--- src/hdl/uvs_pkg.sv ---
`default_nettype none
package uvs_pkg;

    // configuration register indexes
    localparam logic [1:0] CFG_RADIUS = 2'd0;
    localparam logic [1:0] CFG_RINGS  = 2'd1;
    localparam logic [1:0] CFG_SLICES = 2'd2;

    // fraction bits from the long division, and how many are resolved per stage
    localparam int DIV_BITS   = 33;
    localparam int DIV_BPS    = 3;
    localparam int DIV_STAGES = DIV_BITS / DIV_BPS;

    localparam logic signed [33:0] CORDIC_GAIN = 34'sd652032874;
    localparam logic signed [31:0] ONE_Q30     = 32'sd1073741824;
    localparam int ATAN_COUNT = 24;

    // atan(2^-i) as a fraction of a turn, 2^32 per turn
    localparam logic [31:0] ATAN_TURNS [0:ATAN_COUNT-1] = '{
        32'd536870912, 32'd316933406, 32'd167458907, 32'd85004756,
        32'd42667331,  32'd21354465,  32'd10679838,  32'd5340245,
        32'd2670163,   32'd1335087,   32'd667544,    32'd333772,
        32'd166886,    32'd83443,     32'd41722,     32'd20861,
        32'd10430,     32'd5215,      32'd2608,      32'd1304,
        32'd652,       32'd326,       32'd163,       32'd81
    };

    typedef struct packed {
        logic [7:0]         rem;
        logic [DIV_BPS-1:0] bits;
    } t_div_res;

    typedef struct packed {
        logic [15:0] vnum;
        logic [16:0] tex_u;
        logic [16:0] tex_v;
        logic        top;
        logic        bot;
        logic        inner;
        logic        seam;
        logic        in_range;
    } t_side;

    // restoring division, a few quotient bits at a time
    function automatic t_div_res div_steps(input logic [7:0] rem, input logic [7:0] den);
        logic [8:0] r2;
        t_div_res   res;
        res.rem  = rem;
        res.bits = '0;
        for (int j = 0; j < DIV_BPS; j++) begin
            r2 = {res.rem, 1'b0};
            if (r2 >= {1'b0, den}) begin
                res.bits[DIV_BPS-1-j] = 1'b1;
                res.rem = 8'(r2 - {1'b0, den});
            end else begin
                res.rem = r2[7:0];
            end
        end
        return res;
    endfunction

endpackage
`default_nettype wire

--- src/hdl/uvs_cordic.sv ---
`default_nettype none
module uvs_cordic #(
    parameter int STEPS = 16
) (
    input  wire logic               i_clk,
    input  wire logic        [31:0] i_phase,
    output logic signed      [31:0] o_cos,
    output logic signed      [31:0] o_sin
);
    import uvs_pkg::*;

    localparam logic [1:0] Q_0 = 2'd0;
    localparam logic [1:0] Q_1 = 2'd1;
    localparam logic [1:0] Q_2 = 2'd2;

    logic signed [33:0] r_x [0:STEPS];
    logic signed [33:0] r_y [0:STEPS];
    logic signed [33:0] r_z [0:STEPS];
    logic        [1:0]  r_q [0:STEPS];
    logic        [31:0] ph_rot;
    logic        [31:0] ph_rem;

    // nearest quadrant taken out first, the rotation covers plus or minus an eighth
    assign ph_rot = i_phase + 32'h2000_0000;
    assign ph_rem = i_phase - {ph_rot[31:30], 30'b0};

    always_ff @(posedge i_clk) begin
        r_x[0] <= CORDIC_GAIN;
        r_y[0] <= '0;
        r_z[0] <= $signed({{2{ph_rem[31]}}, ph_rem});
        r_q[0] <= ph_rot[31:30];
    end

    for (genvar i = 0; i < STEPS; i++) begin : g_step
        logic signed [33:0] atn;
        assign atn = $signed({2'b00, ATAN_TURNS[i]});
        always_ff @(posedge i_clk) begin
            r_q[i+1] <= r_q[i];
            if (!r_z[i][33]) begin
                r_x[i+1] <= r_x[i] - (r_y[i] >>> i);
                r_y[i+1] <= r_y[i] + (r_x[i] >>> i);
                r_z[i+1] <= r_z[i] - atn;
            end else begin
                r_x[i+1] <= r_x[i] + (r_y[i] >>> i);
                r_y[i+1] <= r_y[i] - (r_x[i] >>> i);
                r_z[i+1] <= r_z[i] + atn;
            end
        end
    end

    logic signed [33:0] x_f, y_f, x_neg, y_neg;
    assign x_f   = r_x[STEPS];
    assign y_f   = r_y[STEPS];
    assign x_neg = -x_f;
    assign y_neg = -y_f;

    always_ff @(posedge i_clk) begin
        case (r_q[STEPS])
            Q_0: begin
                o_cos <= x_f[31:0];
                o_sin <= y_f[31:0];
            end
            Q_1: begin
                o_cos <= y_neg[31:0];
                o_sin <= x_f[31:0];
            end
            Q_2: begin
                o_cos <= x_neg[31:0];
                o_sin <= y_neg[31:0];
            end
            default: begin
                o_cos <= y_f[31:0];
                o_sin <= x_neg[31:0];
            end
        endcase
    end

endmodule
`default_nettype wire

--- config.mk ---
export PLATFORM = sky130hd
export DESIGN_NAME = uvs_cordic
export DESIGN_NICKNAME = d
export VERILOG_FILES = /design/src/hdl/uvs_pkg.sv /design/src/hdl/uvs_cordic.sv
export SDC_FILE = /design/constraint.sdc
export NUM_CORES = 2
export LEC_CHECK = 0
export ABC_CLOCK_PERIOD_IN_PS = 9050
export BUFFER_PORTS_ARGS = -buffer_cell sky130_fd_sc_hd__buf_2
export CAP_MARGIN = 0
export CORE_MARGIN = 1
export CORE_UTILIZATION = 61
export DETAILED_ROUTE_END_ITERATION = 7
export MAX_ROUTING_LAYER = met4
export PLACE_DENSITY = 0.77
export SYNTH_ARGS = -nofsm -noshare
export SYNTH_HDL_FRONTEND = slang
export SYNTH_SLANG_ARGS = --single-unit
--- constraint.sdc ---
create_clock -name i_clk -period 9.05 [get_ports i_clk]
set_input_delay 0.4525 -clock i_clk [delete_from_list [all_inputs] [get_ports i_clk]]
set_output_delay 0.4525 -clock i_clk [all_outputs]
set_load 0.03 [all_outputs]
==> results.py <==
metrics = {
    "route": {
        "first_pass_iters": 6,
        "vias_per_cell": 6.05,
        "ant_nets": 0,
        "route.detailed.drc": 0,
        "drtIter0Drc": 7936,
        "post_drt_wl_per_cell_microns": 19.6,
        "vias": 96283,
        "drt-total-wl_microns": 312000,
    },
    "grt": {
        "antenna_found_initial": 21,
        "track_usage": 0.333,
        "grt_pass1_wl_microns": 488000,
        "grt_overflow_total": 0,
        "grt_max_degree": 93,
        "grt_pass1_vias": 90003,
    },
    "final_layout": {
        "fin_nets": 14753,
        "fin_cells": 15906,
        "final_core_util": 0.667,
        "area_growth_pct": 8.58,
        "drive_gt1_frac": 0.0451,
    },
    "run_status": {
        "status": "finished, final reports clean",
    },
    "floorplanning": {
        "core_area_sq_um": 183000,
        "pin_count": 97,
        "initial_core_util": 0.614,
        "die_y_microns": 431,
        "die-width_microns": 431,
        "fp.dieArea_sq_um": 186000,
        "num_rows": 157,
    },
    "worst_setup_path": {
        "worstPathMaxFanout": 70,
        "end_kind": "flop",
        "r2r_setup_slack_ns": 3.73,
        "crit_cells": 15,
        "cp-start-kind": "flop",
        "cp.required_ns": 9.81,
        "critical_path_class": "reg2reg",
        "rr_startpoint": "r_z[11][33]",
        "slowest_delay_ns": 0.82,
        "r2r_cells": 15,
        "path_buf_inv": 2,
        "path_cells": "buf_4, inv_1, nand2_1, xor2_1, ha_1, o21ai_0, a21oi_1, o41ai_1, o21ai_1, o311ai_0, a21boi_0, o31a_1, or3_1, a31oi_1, xnor2_1",
        "cp_data_arrival_time_ns": 6.08,
        "r2r_end": "r_y[12][31]",
        "critPathTopFamily": "compound AO/OA/AOI/OAI gates",
        "cp_slowest_cell": "o41ai_1",
    },
    "min_path": {
        "hold_path_depth": 2,
        "min_to": "r_z[0][5]",
        "hp-start": "i_phase[5]",
        "hp-class": "in2reg",
    },
    "logic_synthesis": {
        "async_flop_share": 0,
        "synth-edff-count": 0,
        "synth.avg_cell_area_sq_um": 8.55,
        "synthesis.area_sq_um": 112000,
        "synth-seq-cells": 1595,
        "synthTopCellsByArea": "dfxtp_1 (28%), ha_1 (15%), xnor2_1 (9.8%), a21oi_1 (6.5%), xor2_1 (5.1%)",
        "synth_cell_types": 99,
        "ys_warn_count": 0,
        "synthCells": 13160,
        "ys_seq_area_frac": 0.284,
        "synth_top_cell_by_area": "dfxtp_1",
        "synthFlopType": "dfxtp_1",
        "synth_nets": 14627,
        "yosysTopAreaCellShare": 0.284,
    },
    "cts": {
        "cts_buffers": 172,
        "post_cts_buffers": 0,
        "cts_tree": "built",
        "root_buffer": "clkbuf_16",
        "cts.clk_slew.worst_paths_ns": 0.06,
        "clk_path_buf_depth": 3,
        "htreeDepth": 4,
        "clock_sinks": 1595,
        "clkLatencyLatePin_ns": 0.84,
    },
    "place": {
        "gp_congestion": 0.999,
        "place_inst": 15544,
        "dp_slack_ns": 3.97,
        "portBuffers": 96,
        "dp_hpwl_microns": 251000,
    },
    "timing": {
        "rsz0062_at_grt": "false",
        "slew_headroom": 0.152,
        "fin_tns_setup_ns": 0,
        "final-hold-violation-count": 0,
        "fin_skew_ns": 0.0325,
        "fmax_mhz": 188,
        "min_period_over_period": 0.587,
        "finalSetupViolations": 0,
        "tightest_slew_ns": 1.25,
        "fin_ws_ns": 3.73,
        "layout_min_cycle_time_ns": 5.32,
        "slew_violations": 0,
    },
    "flow_run": {
        "max_cap_violations": 0,
    },
}
worst max path at each step:
stage                      from     endpoint
floorplan            r_z[4][33]   r_z[5][31]
global placement    r_z[11][33]  r_y[12][31]
detailed placement  r_x[13][20]  r_y[14][30]
CTS                 r_x[13][20]  r_y[14][30]
global route        r_x[13][20]  r_y[14][30]
finish              r_z[11][33]  r_y[12][31]
per-layer routing:
layer  vias up  GRT usage  part of all wire
met1     45390      0.458              0.47
met4         0      0.102             0.029
li1      47520          -                 -
met5         -          -                 0
met3       499     0.0401             0.061
met2      2874      0.510              0.44
cells by family after synthesis:
group	after synthesis	synth area share
muxes	114	0.0110
and+or+nand+nor	3345	0.144
DFF	1595	0.284
xor gates and xnor gates	1912	0.149
AOI/OAI and AO/OA	3974	0.224
adders and majority gates	1434	0.162
buffers and inverters	786	0.0263
worst reg2reg max path, stage by stage, from the launching register on:
cell      delay (ns)
dfxtp_2         0.31
buf_4           0.56
inv_1           0.46
nand2_1         0.17
xor2_1          0.17
ha_1            0.28
o21ai_0         0.18
a21oi_1         0.09
o41ai_1         0.82
o21ai_1         0.36
o311ai_0        0.58
a21boi_0        0.25
o31a_1          0.32
or3_1           0.36
a31oi_1         0.22
xnor2_1         0.14
per-stage QoR:
stage	area, sq um	hold slack, ns
6_report	122000	0.270
5_1_grt	122000	0.242
3_5_place_dp	116000	0.312
3_3_place_gp	116000	0.310
2_1_floorplan	112000	0.310
4_1_cts	122000	0.195
sequential cells by signal, indices dropped and copies added, names as in the netlist:
| signal | cells |
|---|---|
| r_z | 506 |
| o_sin | 32 |
| r_y | 509 |
| r_x | 482 |
| o_cos | 32 |
| r_q | 34 |
cell usage in the layout, fill, tap and decap left out, types with 578 or more instances in the layout:
master	count
dfxtp_1	1579
a21oi_1	1463
ha_1	1390
xnor2_1	1257
nor2_1	1170
a21o_1	690
xor2_1	654
nand2_1	603
o21ai_0	602
inv_1	578
what timing repair did:
item	4_1_cts	5_1_grt
endpoints found under the hold margin	32	0
resized for setup	0	0
hold buffers	32	0
cells in the mapped netlist (35+ instances only):
library cell and count:
mux2_2 57, nor3_1 340, a21boi_0 38, a211oi_1 120, nand4_1 87, xnor2_1 1257
a21o_1 690, nor4_1 84, o41ai_1 40, ha_1 1390, nand2b_1 196, mux2i_1 55
fa_1 44, o21bai_1 163, o211ai_1 50, o21ai_0 602, or3_1 71, nand3_1 190
clkbuf_1 175, o31ai_1 52, or4_1 36, a31oi_1 151, dfxtp_1 1595, a21oi_1 1463
and2_1 82, o21a_1 202, xor2_1 654, inv_1 578, nor2_1 1170, o31a_1 39
or2_2 35, nor3b_1 36, nand2_1 603, and3_1 131, nor2b_1 195
area by class of cell:
cell class	instances	area, sq um
Multi-Input combinational cell	10779	77600
Fill cell	15369	61000
Sequential cell	1595	32000
Clock buffer	220	4820
Tap cell	2464	3080
Inverter	580	2180
Clock inverter	102	1460
Timing Repair Buffer	158	1030
Antenna cell	8	20.0
Power is left out: the tool's default activity adds up to more than one toggle a clock period on the data nets, which glitch-free logic cannot reach.
